**config.mk**
```make
export PLATFORM = sky130hd
export DESIGN_NAME = circular_deque_with_search
export DESIGN_NICKNAME = d
export VERILOG_FILES = /design/src/sv/cdqs_pkg.sv /design/src/sv/cdqs_ctrl.sv /design/src/sv/cdqs_dp.sv /design/src/sv/circular_deque_with_search.sv
export SDC_FILE = /design/constraint.sdc
export NUM_CORES = 2
export LEC_CHECK = 0
export BUFFER_PORTS_ARGS = -buffer_cell sky130_fd_sc_hd__buf_2
export CORE_MARGIN = 5
export CORE_UTILIZATION = 31
export DETAILED_ROUTE_END_ITERATION = 8
export REMOVE_ABC_BUFFERS = 1
export SYNTH_ARGS = -nofsm -noshare
export SYNTH_HDL_FRONTEND = slang
export SYNTH_SLANG_ARGS = --single-unit
```
**constraint.sdc**
```tcl
create_clock -name clk -period 6.5 [get_ports clk]
set_clock_uncertainty 0.15 [all_clocks]
set_input_delay 0.325 -clock clk [delete_from_list [all_inputs] [get_ports clk]]
set_output_delay 0.325 -clock clk [all_outputs]
set_load 0.1 [all_outputs]
```
**src/sv/cdqs_pkg.sv**
```systemverilog
`timescale 1ns / 1ps
// cdqs_pkg: shared types and codes for the circular deque with search.
// Used by the controller, the datapath and the checker; no dependencies.

package cdqs_pkg;

	localparam int CMD_W   = 3;
	localparam int VALUE_W = 32;
	localparam int STAT_W  = 2;
	localparam int SLOT_W  = 6;
	localparam int OCC_W   = 7;
	localparam int CAP_W   = 7;

	localparam logic [CMD_W-1:0] CMD_PUSH_FRONT = 3'd0;
	localparam logic [CMD_W-1:0] CMD_PUSH_BACK  = 3'd1;
	localparam logic [CMD_W-1:0] CMD_POP_FRONT  = 3'd2;
	localparam logic [CMD_W-1:0] CMD_POP_BACK   = 3'd3;
	localparam logic [CMD_W-1:0] CMD_SEARCH     = 3'd4;

	localparam logic [STAT_W-1:0] STAT_OK        = 2'd0;
	localparam logic [STAT_W-1:0] STAT_FULL      = 2'd1;
	localparam logic [STAT_W-1:0] STAT_EMPTY     = 2'd2;
	localparam logic [STAT_W-1:0] STAT_NOT_FOUND = 2'd3;

	typedef enum logic [2:0] {
		S_IDLE,
		S_EXEC,
		S_POP,
		S_SCAN,
		S_FINISH
	} state_t;

	typedef struct packed {
		logic load_in;
		logic exec;
		logic pop_capture;
		logic scan_step;
		logic finish_load;
	} ctl_t;

	typedef struct packed {
		logic pop_ok;
		logic search_go;
		logic scan_hit;
		logic scan_miss;
		logic out_free;
	} sts_t;

endpackage

```
**src/sv/cdqs_ctrl.sv**
```systemverilog
`timescale 1ns / 1ps
// cdqs_ctrl: sequencing state machine for the deque.
// Depends on cdqs_pkg for the state, status and control types.

module cdqs_ctrl (
	input  logic           clk,
	input  logic           arst_n,
	input  logic           in_valid,
	output logic           in_stall,
	output logic           cfg_ready,
	input  cdqs_pkg::sts_t sts,
	output cdqs_pkg::ctl_t ctl
);

	cdqs_pkg::state_t state_q, state_n;

	always_ff @(posedge clk or negedge arst_n) begin
		if (!arst_n) begin
			state_q <= cdqs_pkg::S_IDLE;
		end else begin
			state_q <= state_n;
		end
	end

	always_comb begin
		state_n   = state_q;
		ctl       = '0;
		in_stall  = 1'b1;
		cfg_ready = 1'b0;
		unique case (state_q)
			cdqs_pkg::S_IDLE: begin
				in_stall  = 1'b0;
				cfg_ready = 1'b1;
				if (in_valid) begin
					ctl.load_in = 1'b1;
					state_n     = cdqs_pkg::S_EXEC;
				end
			end
			cdqs_pkg::S_EXEC: begin
				ctl.exec = 1'b1;
				if (sts.pop_ok) begin
					state_n = cdqs_pkg::S_POP;
				end else if (sts.search_go) begin
					state_n = cdqs_pkg::S_SCAN;
				end else begin
					state_n = cdqs_pkg::S_FINISH;
				end
			end
			cdqs_pkg::S_POP: begin
				ctl.pop_capture = 1'b1;
				state_n         = cdqs_pkg::S_FINISH;
			end
			cdqs_pkg::S_SCAN: begin
				ctl.scan_step = 1'b1;
				if (sts.scan_hit || sts.scan_miss) begin
					state_n = cdqs_pkg::S_FINISH;
				end
			end
			cdqs_pkg::S_FINISH: begin
				if (sts.out_free) begin
					ctl.finish_load = 1'b1;
					state_n         = cdqs_pkg::S_IDLE;
				end
			end
			default: begin
				state_n = cdqs_pkg::S_IDLE;
			end
		endcase
	end

endmodule

```
**src/sv/cdqs_dp.sv**
```systemverilog
`timescale 1ns / 1ps
// cdqs_dp: slot memory, pointers, occupancy, scan pipeline and output register.
// Depends on cdqs_pkg; driven by cdqs_ctrl through ctl_t, reports via sts_t.

module cdqs_dp #(
	parameter int DEPTH      = 64,
	parameter int DATA_WIDTH = 32
) (
	input  logic                                clk,
	input  logic                                arst_n,
	input  logic [cdqs_pkg::CMD_W-1:0]          command,
	input  logic signed [cdqs_pkg::VALUE_W-1:0] value,
	input  logic                                cfg_we,
	input  logic [cdqs_pkg::CAP_W-1:0]          capacity,
	input  logic                                out_stall,
	output logic                                out_valid,
	output logic [cdqs_pkg::STAT_W-1:0]         status,
	output logic signed [cdqs_pkg::VALUE_W-1:0] popped_value,
	output logic [cdqs_pkg::SLOT_W-1:0]         found_slot,
	output logic [cdqs_pkg::OCC_W-1:0]          occupancy,
	input  cdqs_pkg::ctl_t                      ctl,
	output cdqs_pkg::sts_t                      sts
);

	localparam int PW = (DEPTH > 1) ? $clog2(DEPTH) : 1;
	localparam int CW = $clog2(DEPTH + 1);
	localparam int W  = (DATA_WIDTH > cdqs_pkg::VALUE_W) ? DATA_WIDTH : cdqs_pkg::VALUE_W;
	localparam int SW = (CW > cdqs_pkg::OCC_W) ? CW : cdqs_pkg::OCC_W;

	function automatic logic [PW-1:0] ptr_inc(input logic [PW-1:0] p, input logic [CW-1:0] cap);
		logic [CW-1:0] n;
		n = CW'(p) + CW'(1);
		return (n >= cap) ? '0 : n[PW-1:0];
	endfunction

	function automatic logic [PW-1:0] ptr_dec(input logic [PW-1:0] p, input logic [CW-1:0] cap);
		logic [CW-1:0] m;
		m = cap - CW'(1);
		return (p == '0) ? m[PW-1:0] : p - PW'(1);
	endfunction

	logic [DATA_WIDTH-1:0] mem [DEPTH];

	logic [PW-1:0]                head_q, tail_q, scan_ptr_q, rd_slot_q;
	logic [CW-1:0]                count_q, cap_q, issue_left_q;
	logic                         rd_vld_q, out_valid_q;
	logic [cdqs_pkg::CMD_W-1:0]   cmd_q;
	logic [DATA_WIDTH-1:0]        val_q, rd_data_q;

	logic [cdqs_pkg::STAT_W-1:0]  res_status_q;
	logic [cdqs_pkg::VALUE_W-1:0] res_popped_q;
	logic [cdqs_pkg::SLOT_W-1:0]  res_slot_q;

	logic [cdqs_pkg::STAT_W-1:0]  out_status_q;
	logic [cdqs_pkg::VALUE_W-1:0] out_popped_q;
	logic [cdqs_pkg::SLOT_W-1:0]  out_slot_q;
	logic [cdqs_pkg::OCC_W-1:0]   out_occ_q;

	logic                  full, empty, is_push, is_pop, mem_we;
	logic [PW-1:0]         head_dec, head_inc, tail_dec, tail_inc, waddr, raddr;
	logic [CW-1:0]         cap_n;
	logic [W-1:0]          vext, pext;
	logic [SW-1:0]         slot_ext, occ_ext;

	assign full     = count_q >= cap_q;
	assign empty    = count_q == '0;
	assign head_dec = ptr_dec(head_q, cap_q);
	assign head_inc = ptr_inc(head_q, cap_q);
	assign tail_dec = ptr_dec(tail_q, cap_q);
	assign tail_inc = ptr_inc(tail_q, cap_q);
	assign is_push  = (cmd_q == cdqs_pkg::CMD_PUSH_FRONT) || (cmd_q == cdqs_pkg::CMD_PUSH_BACK);
	assign is_pop   = (cmd_q == cdqs_pkg::CMD_POP_FRONT) || (cmd_q == cdqs_pkg::CMD_POP_BACK);
	assign mem_we   = ctl.exec && is_push && !full;
	assign waddr    = (cmd_q == cdqs_pkg::CMD_PUSH_FRONT) ? head_dec : tail_q;
	assign raddr    = !ctl.exec ? scan_ptr_q :
	                  ((cmd_q == cdqs_pkg::CMD_POP_BACK) ? tail_dec : head_q);
	assign vext     = W'($unsigned(value));
	assign pext     = W'(rd_data_q);
	assign slot_ext = SW'(rd_slot_q);
	assign occ_ext  = SW'(count_q);

	always_comb begin
		if (capacity == '0) begin
			cap_n = CW'(1);
		end else if (32'(capacity) > DEPTH) begin
			cap_n = CW'(DEPTH);
		end else begin
			cap_n = CW'(capacity);
		end
	end

	assign sts.pop_ok    = is_pop && !empty;
	assign sts.search_go = (cmd_q == cdqs_pkg::CMD_SEARCH) && !empty;
	assign sts.scan_hit  = rd_vld_q && (rd_data_q == val_q);
	assign sts.scan_miss = !rd_vld_q && (issue_left_q == '0);
	assign sts.out_free  = !out_valid_q || !out_stall;

	always_ff @(posedge clk) begin
		if (mem_we) begin
			mem[waddr] <= val_q;
		end
		rd_data_q <= mem[raddr];
	end

	always_ff @(posedge clk or negedge arst_n) begin
		if (!arst_n) begin
			head_q       <= '0;
			tail_q       <= '0;
			count_q      <= '0;
			cap_q        <= CW'(DEPTH);
			issue_left_q <= '0;
			rd_vld_q     <= 1'b0;
			out_valid_q  <= 1'b0;
		end else begin
			if (cfg_we) begin
				cap_q   <= cap_n;
				head_q  <= '0;
				tail_q  <= '0;
				count_q <= '0;
			end else if (ctl.exec) begin
				rd_vld_q <= 1'b0;
				case (cmd_q)
					cdqs_pkg::CMD_PUSH_FRONT: begin
						if (!full) begin
							head_q  <= head_dec;
							count_q <= count_q + CW'(1);
						end
					end
					cdqs_pkg::CMD_PUSH_BACK: begin
						if (!full) begin
							tail_q  <= tail_inc;
							count_q <= count_q + CW'(1);
						end
					end
					cdqs_pkg::CMD_POP_FRONT: begin
						if (!empty) begin
							head_q  <= head_inc;
							count_q <= count_q - CW'(1);
						end
					end
					cdqs_pkg::CMD_POP_BACK: begin
						if (!empty) begin
							tail_q  <= tail_dec;
							count_q <= count_q - CW'(1);
						end
					end
					cdqs_pkg::CMD_SEARCH: begin
						issue_left_q <= count_q;
					end
					default: begin
					end
				endcase
			end else if (ctl.scan_step) begin
				if (issue_left_q != '0) begin
					issue_left_q <= issue_left_q - CW'(1);
					rd_vld_q     <= 1'b1;
				end else begin
					rd_vld_q <= 1'b0;
				end
			end
			if (ctl.finish_load) begin
				out_valid_q <= 1'b1;
			end else if (!out_stall) begin
				out_valid_q <= 1'b0;
			end
		end
	end

	// payload registers
	always_ff @(posedge clk) begin
		if (ctl.load_in) begin
			cmd_q <= command;
			val_q <= vext[DATA_WIDTH-1:0];
		end
		if (ctl.exec) begin
			scan_ptr_q   <= head_q;
			res_status_q <= cdqs_pkg::STAT_OK;
			res_popped_q <= '0;
			res_slot_q   <= '0;
			case (cmd_q) inside
				cdqs_pkg::CMD_PUSH_FRONT, cdqs_pkg::CMD_PUSH_BACK: begin
					if (full) begin
						res_status_q <= cdqs_pkg::STAT_FULL;
					end
				end
				cdqs_pkg::CMD_POP_FRONT, cdqs_pkg::CMD_POP_BACK: begin
					if (empty) begin
						res_status_q <= cdqs_pkg::STAT_EMPTY;
						res_popped_q <= '1;
					end
				end
				cdqs_pkg::CMD_SEARCH: begin
					if (empty) begin
						res_status_q <= cdqs_pkg::STAT_NOT_FOUND;
					end
				end
				default: begin
				end
			endcase
		end
		if (ctl.pop_capture) begin
			res_popped_q <= pext[cdqs_pkg::VALUE_W-1:0];
		end
		if (ctl.scan_step) begin
			scan_ptr_q <= ptr_inc(scan_ptr_q, cap_q);
			rd_slot_q  <= scan_ptr_q;
			if (sts.scan_hit) begin
				res_slot_q <= slot_ext[cdqs_pkg::SLOT_W-1:0];
			end else if (sts.scan_miss) begin
				res_status_q <= cdqs_pkg::STAT_NOT_FOUND;
			end
		end
		if (ctl.finish_load) begin
			out_status_q <= res_status_q;
			out_popped_q <= res_popped_q;
			out_slot_q   <= res_slot_q;
			out_occ_q    <= occ_ext[cdqs_pkg::OCC_W-1:0];
		end
	end

	assign out_valid    = out_valid_q;
	assign status       = out_status_q;
	assign popped_value = $signed(out_popped_q);
	assign found_slot   = out_slot_q;
	assign occupancy    = out_occ_q;

endmodule

```
**src/sv/circular_deque_with_search.sv**
```systemverilog
`timescale 1ns / 1ps
// circular_deque_with_search: top level, controller plus datapath.
// Depends on cdqs_pkg, cdqs_ctrl and cdqs_dp.
//
// Input channel (in_valid/in_stall) carries one word: command and value.
// Output channel (out_valid/out_stall) returns one result word per input word:
// status, popped_value, found_slot and occupancy after the command.
// Configuration channel (cfg_valid/cfg_ready) writes capacity, clamped to
// 1..DEPTH; every write also empties the deque. Write it only while idle.
// One word is in work at a time. Push, refused pop, search on an empty deque
// and unknown commands go from the execute state straight to the finish
// state; a good pop passes through the pop state (one registered read of the
// slot memory). A search reads one slot per cycle from the front and stops at
// the first match or after the last entry. The next word is taken in the
// cycle after the result is loaded into the output register.
// Reset: deque empty, capacity DEPTH; slot contents are not cleared.
// While the receiver stalls, the result holds in the output register; the
// block still takes and works the next word, then waits to hand it over.

module circular_deque_with_search #(
	parameter int DEPTH      = 64,
	parameter int DATA_WIDTH = 32
) (
	input  logic                                clk,
	input  logic                                arst_n,
	input  logic                                in_valid,
	output logic                                in_stall,
	input  logic [cdqs_pkg::CMD_W-1:0]          command,
	input  logic signed [cdqs_pkg::VALUE_W-1:0] value,
	output logic                                out_valid,
	input  logic                                out_stall,
	output logic [cdqs_pkg::STAT_W-1:0]         status,
	output logic signed [cdqs_pkg::VALUE_W-1:0] popped_value,
	output logic [cdqs_pkg::SLOT_W-1:0]         found_slot,
	output logic [cdqs_pkg::OCC_W-1:0]          occupancy,
	input  logic                                cfg_valid,
	output logic                                cfg_ready,
	input  logic [cdqs_pkg::CAP_W-1:0]          capacity
);

	cdqs_pkg::ctl_t ctl;
	cdqs_pkg::sts_t sts;

	cdqs_ctrl u_ctrl (
		.clk       (clk),
		.arst_n    (arst_n),
		.in_valid  (in_valid),
		.in_stall  (in_stall),
		.cfg_ready (cfg_ready),
		.sts       (sts),
		.ctl       (ctl)
	);

	cdqs_dp #(
		.DEPTH      (DEPTH),
		.DATA_WIDTH (DATA_WIDTH)
	) u_dp (
		.clk          (clk),
		.arst_n       (arst_n),
		.command      (command),
		.value        (value),
		.cfg_we       (cfg_valid && cfg_ready),
		.capacity     (capacity),
		.out_stall    (out_stall),
		.out_valid    (out_valid),
		.status       (status),
		.popped_value (popped_value),
		.found_slot   (found_slot),
		.occupancy    (occupancy),
		.ctl          (ctl),
		.sts          (sts)
	);

endmodule

```
### Word level (Yosys, flattened, before mapping)

Memory sizes are Yosys's and may differ from the RTL's. A register that Yosys moved wholly into a read port is not among the register bits.
Index checks and enable logic that the tools add are counted.

| word-level totals | value |
|---|---|
| flip-flop bits (word level) | 172 |
| latch bits | 0 |
| bits in writable memories | 2048 |
| bits in read-only memories | 0 |
| input port bits | 47 |
| word-level logic and storage cells | 165 |
| memories kept | 1 |

| cells by class | value |
|---|---|
| add/subtract/negate cells | 9 |
| multiply operators | 0 |
| divide/modulo/power cells | 0 |
| $lt $le $gt $ge | 5 |
| eq/ne operators | 20 |
| shift-type cells | 0 |
| muxes and demuxes | 71 |
| bitwise gates (word level) | 1 |
| reduce and logical (&&, ||, !) cells | 39 |

Memories:

| name | depth | width | rd ports | clocked after Yosys merged registers in | write ports | line | text |
|---|---|---|---|---|---|---|---|
| u_dp.mem | 64 | 32 | 1 | 1 | 1 | cdqs_dp.sv:42 | `logic [DATA_WIDTH-1:0] mem [DEPTH];` |

Operator list:

| operator | number |
|---|---|
| $mux 32 | 5 |
| $mux 6 | 21 |
| $mux 7 | 10 |
| $eq 32x32->1 | 1 |
| $ge 7x7->1 | 4 |
| $pmux 6 s2 | 2 |
| $add 6x1->7 const B | 3 |
| $logic_not 7->1 | 3 |
| $mux 2 | 9 |
| $ne 3x2->1 const B | 6 |
| $sub 6x1->6 const B | 3 |
| $mux 1 | 17 |
| $reduce_and 4->1 | 4 |
| $mux 3 | 5 |
| $pmux 3 s5 | 1 |
| $pmux 7 s2 | 1 |
| $sub 7x1->7 const B | 2 |
| $eq 3x2->1 const B | 4 |
| $logic_not 6->1 | 2 |
| $reduce_bool 3->1 | 3 |
| $reduce_bool 2->1 | 4 |
| $add 7x1->7 const B | 1 |
| $gt 7x7->1 const B | 1 |
| $logic_and 1x1->1 | 7 |
| other kinds (12) | 26 |

### Depth between registers and ports, before layout

| depth | value |
|---|---|
| word-level depth | 9 |
| gate-level depth with buffers | 19 |

### Cells and area by module

From an unflattened synthesis, not the netlist that was laid out.

| unflattened totals | value |
|---|---|
| cells, all modules | 4199 |
| area total of the unflattened synthesis | 87675.3 µm² |

Modules (own cells, without submodules):

| module | instances | cells each | area an instance (µm²) | seq. area each (µm²) |
|---|---|---|---|---|
| cdqs_dp | 1 | 4171 | 87446.4 | 66960.5 |
| cdqs_ctrl | 1 | 27 | 222.7 | 75.1 |
| circular_deque_with_search | 1 | 1 | 6.3 | 0.0 |

### Worst setup path before layout

Ideal clock, no wire load.

| timing | value |
|---|---|
| path type | flip-flop to flip-flop |
| start | register u_dp.cap_q[0] |
| end | memory u_dp.mem[15][0], enable pin |
| setup time | 0.421 ns |
| data arrival time | 4.048 ns |
| data required time | 5.929 ns |
| slack | 1.880 ns |
| cell stages (with the launch flop) | 11 |
| buffers on the path | 0 |
| period minus slack after synthesis | 4.620 ns |
| cells stage by stage | dfrtp_1 ha_1 nand2b_1 a21o_1 a21o_1 a21o_1 a21oi_1 o21bai_1 a2111oi_0 nand2_1 nor2_1 |

| between the ends | value |
|---|---|
| word-level cells in the longest chain between the ends | 5 |
| elaborated cells between the ends (all ways) | 8 |

Ends and longest elaborated chain:

| item | line | text |
|---|---|---|
| start: declaration | cdqs_dp.sv:45 | `logic [CW-1:0] count_q, cap_q, issue_left_q;` |
| start signal: assignment | cdqs_dp.sv:110 | `cap_q <= CW'(DEPTH);` |
| start signal: assignment | cdqs_dp.sv:116 | `cap_q <= cap_n;` |
| $ge 7x7->1 | cdqs_dp.sv:65 | `assign full = count_q >= cap_q;` |
| $logic_not 1->1 | cdqs_dp.sv:73 | `assign mem_we = ctl.exec && is_push && !full;` |
| $logic_and 1x1->1 | cdqs_dp.sv:73 |  |
| $mux 1 | cdqs_dp.sv:99 | `if (mem_we) begin` |
| $mux 1 (implied by the code) | cdqs_dp.sv:100 | `mem[waddr] <= val_q;` |
| end: declaration | cdqs_dp.sv:42 |  |

Parallel ways exist; a longest one is shown, timed or not.

### Worst setup path after layout

| timing | value |
|---|---|
| start | register u_dp.tail_q[0] |
| end | register u_dp.rd_data_q[4], in the netlist u_dp.pext[4], read port of u_dp.mem |

| between the ends | value |
|---|---|
| word-level cells in the longest chain between the ends | 4 |
| elaborated cells between the ends (all ways) | 5 |

Ends and longest elaborated chain:

| item | line | text |
|---|---|---|
| start: declaration | cdqs_dp.sv:44 | `logic [PW-1:0] head_q, tail_q, scan_ptr_q, rd_slot_q;` |
| start signal: assignment | cdqs_dp.sv:131 | `tail_q <= tail_inc;` |
| start signal: assignment | cdqs_dp.sv:143 | `tail_q <= tail_dec;` |
| $sub 6x1->6 or $logic_not 6->1 (tied branches) | cdqs_dp.sv:39 | `return (p == '0) ? m[PW-1:0] : p - PW'(1);` |
| $mux 6 * | cdqs_dp.sv:39 |  |
| $mux 6 * | cdqs_dp.sv:76 | `((cmd_q == cdqs_pkg::CMD_POP_BACK) ? tail_dec : head_q);` |
| $mux 6 * | cdqs_dp.sv:75 | `assign raddr = !ctl.exec ? scan_ptr_q :` |
| end: declaration | cdqs_dp.sv:48 | `logic [DATA_WIDTH-1:0] val_q, rd_data_q;` |

Mark *: on every way between the ends. The rest lies on a longest branch, timed or not.
A chain may end at the register's enable or synchronous reset.

==> results_dict.tcl <==
set metrics [dict create \
    required_ns 7.02 \
    synthArstFlopShare 0.0169 \
    netlist_instances 6574 \
    leakagePower_nw 34.7 \
    placed_cell_area_mm2 0.0958 \
    synth_edf_count 2174 \
    finalPower_mw 53.4 \
    row_count 197 \
    period_share 0.864 \
    rsz0062_at_grt "false" \
    failed_checks "max-capacitance violations, max-slew violations" \
    final-max-slew-violation-count 2 \
    root_buffer "clkbuf_16" \
    ir_worst_vdd_mv 0.580 \
    startpoint "u_dp.tail_q[0]$_DFFE_PN0P_" \
    drcViolationCount 0 \
    cp_cell_sequence "inv_1, ha_1, nor2b_1, a31o_2, o211ai_1, a21oi_4, buf_4, nand3_1, nand3_1, a31oi_1, a311oi_1, a221oi_1" \
    hold_class "input port to asynchronous set/reset pin" \
    ys_ff_latch 2252 \
    hold_ws_ns 0.0236 \
    antenna_found_initial 17 \
    r2r_start "u_dp.tail_q[0]$_DFFE_PN0P_" \
    initial_core_util 0.311 \
    cts_sinks 2252 \
    die_w_um 548 \
    dieHeight_um 548 \
    io_pins 97 \
    dieArea_mm2 0.300 \
    max_clock_freq_ghz 0.178 \
    firstDrtPassIters 6 \
    path_common_cell "nand3_1" \
    critPathLaunchType "flop" \
    yosys_warnings 0 \
    core_area_mm2 0.288 \
    dpl.hpwl_um 176000 \
    synth_flop_cell "edfxtp_1" \
    path_buf_inv 2 \
    synth_cell_type_count 96 \
    critPathArrivalTime_ns 6.14 \
    power_density_mw_per_mm2 517 \
    grt_pass1_wl_um 409000 \
    grt_pass1_vias 55116 \
    drtIter0Drc 8943 \
    final_hold_viol_count 0 \
    layout_commonest_cell "edfxtp_1" \
    crit_type "flop to flop" \
    htreeDepth 4 \
    slowest_stage "a311oi_1" \
    cap_violations 1 \
    dr_total_vias 58758 \
    synth_area_mm2 0.0896 \
    syn_avg_cell_area_um2 13.6 \
    drive_gt1_frac 0.112 \
    cpPeakStageDelay_ns 1.16 \
    clk_pin_slew_ns 0.07 \
    synthToLayoutAreaGrowth_pct 15.4 \
    fin_cells 10767 \
    cp_max_fo 21 \
    cts_tree "done" \
    post_drt_via_cell_ratio 5.46 \
    cts_max_path_buffers 4 \
    nets 6895 \
    ys_seq_area_frac 0.748 \
    grt-ovfl-total 0 \
    period_needed_ns 5.62 \
    cts_made_buffers 221 \
    track_usage 0.185 \
    finalInstanceArea_mm2 0.103 \
    fin_util 0.359 \
    status "finished with violations" \
    worstMarginPinSlew_ns 1.54 \
    wl_um 289000 \
    ant_nets 0 \
    grt_max_degree 174 \
    dp.cells 10310 \
    max_slew_margin -0.0320 \
    cpLargestDelayFamily "compound AO/OA/AOI/OAI gates" \
    clock_latency_ns 0.88 \
    gp_congestion 0.927 \
    end_kind "flop" \
    io_buffers 96 \
    setup_violations 0 \
    layout_common_cells "edfxtp_1 (2,174), nand2_1 (1,819), nand3_1 (525), buf_4 (230), a21oi_1 (226)" \
    wl_per_cell_um 26.9 \
]
==> sequential cells by signal, summed over array words and instances (netlist names) <==
| name | count |
|---|---|
| u_dp.mem | 2048 |
| u_dp.pext | 32 |
| u_dp.popped_value | 32 |
| u_dp.res_popped_q | 32 |
| u_dp.val_q | 32 |
| u_dp.cap_q | 7 |
| u_dp.count_q | 7 |
| u_dp.issue_left_q | 7 |
| u_dp.occupancy | 7 |
| u_dp.found_slot | 6 |
| u_dp.head_q | 6 |
| u_dp.rd_slot_q | 6 |
| u_dp.res_slot_q | 6 |
| u_dp.scan_ptr_q | 6 |
| u_dp.tail_q | 6 |
| u_ctrl.state_q | 3 |
| u_dp.cmd_q | 3 |
| u_dp.res_status_q | 2 |
| u_dp.status | 2 |
| u_dp.out_valid | 1 |
| u_dp.rd_vld_q | 1 |
==> power by group <==
part           internal [mW]  total [mW]  switching, mW
registers               17.4        18.3          0.864
logic                   5.84        22.4           16.6
clock network           7.15        12.7           5.51
==> stage by stage <==
| step | setup WS, ns | setup TNS, ns |
|---|---|---|
| final | 0.881 | 0 |
| after CTS | 1.19 | 0 |
| after detailed placement | 1.20 | 0 |
| after floorplan | -19.91 | -606.34 |
| after global routing | 0.828 | 0 |
| after global placement | 1.15 | 0 |
==> final timing paths <==
check / cells after the start / to / slack [ns]
worst min-delay path: 2 / u_dp.count_q[3]$_DFFE_PN0P_ / 0.02
max in group asynchronous: 2 / u_dp.tail_q[5]$_DFFE_PN0P_ / 5.58
worst min register to register: 0 / u_dp.popped_value[6]$_DFFE_PP_ / 0.27
worst max-delay path: 12 / u_dp.pext[4]$_DFF_P_ / 0.88
min in group clk: 2 / u_dp.cmd_q[1]$_DFFE_PP_ / 0.07
worst max register to register: 12 / u_dp.pext[4]$_DFF_P_ / 0.88
==> Yosys cell counts, types with 7 or more instances <==
library cell | n | area, µm²
nand2_1 | 1819 | 6830
a21oi_1 | 230 | 1150
mux2i_1 | 157 | 1570
ha_1 | 43 | 538
clkbuf_1 | 137 | 514
buf_4 | 45 | 338
nand2b_1 | 13 | 81.3
or4_1 | 7 | 52.6
xnor2_1 | 25 | 219
nor4b_1 | 11 | 96.3
nand3_1 | 525 | 2630
inv_1 | 37 | 139
nor4_1 | 16 | 100
dfrtp_1 | 37 | 926
a311oi_1 | 66 | 578
buf_1 | 38 | 143
a221oi_1 | 17 | 149
o211ai_1 | 11 | 82.6
buf_2 | 164 | 821
o21ai_0 | 67 | 335
a21o_1 | 51 | 383
a32o_1 | 8 | 80.1
edfxtp_1 | 2174 | 65300
a31oi_1 | 161 | 1010
and3_1 | 32 | 200
nor2_1 | 122 | 458
o22ai_1 | 65 | 407
dfxtp_1 | 40 | 801
a32oi_1 | 68 | 596
xor2_1 | 32 | 280
a211oi_1 | 29 | 218
or3_1 | 9 | 56.3
o221ai_1 | 27 | 236
nand4_1 | 105 | 657
nor3_1 | 36 | 180
buf_6 | 19 | 214
==> final cells by class <==
type                    count  area (µm²)
inverters                  38         143
flip-flops and latches   2252       67000
repair buffers            411        3390
multi-input cells        3880       21000
clock buffers             277        5830
fillers                 27242      185000
clock inverters           121        1180
well taps                3781        4730
diodes                      7        17.5
==> worst reg2reg max path: stages, from the launching register on <==
cell      delay, ns
dfrtp_1        0.48
inv_1          0.17
ha_1           0.25
nor2b_1        0.63
a31o_2         0.31
o211ai_1       0.20
a21oi_4        1.05
buf_4          0.48
nand3_1        0.13
nand3_1        0.11
a31oi_1        0.06
a311oi_1       1.16
a221oi_1       0.25
==> routing by layer <==
metal | track usage | share of wire | up-vias
li1 | - | - | 25004
met1 | 0.261 | 0.40 | 29578
met2 | 0.276 | 0.44 | 3625
met3 | 0.0513 | 0.12 | 541
met4 | 0.0596 | 0.035 | 10
met5 | 0 | 0.00020 | -
==> kinds of logic after synthesis <==
| logic type | share of synthesized area |
|---|---|
| buffers and inverters | 0.0244 |
| DFF | 0.748 |
| xor gates and xnor gates | 0.00557 |
| adders and majority gates | 0.00623 |
| muxes | 0.0182 |
| AOI/OAI and AO/OA | 0.0668 |
| and+or+nand+nor | 0.130 |
==> repair_timing <==
action,4_1_cts,5_1_grt
endpoints found under the hold margin,97,0
buffers inserted,0,0
resized for setup,0,0
hold buffers,52,0
No activity file was read; power rests on OpenSTA's default activity.
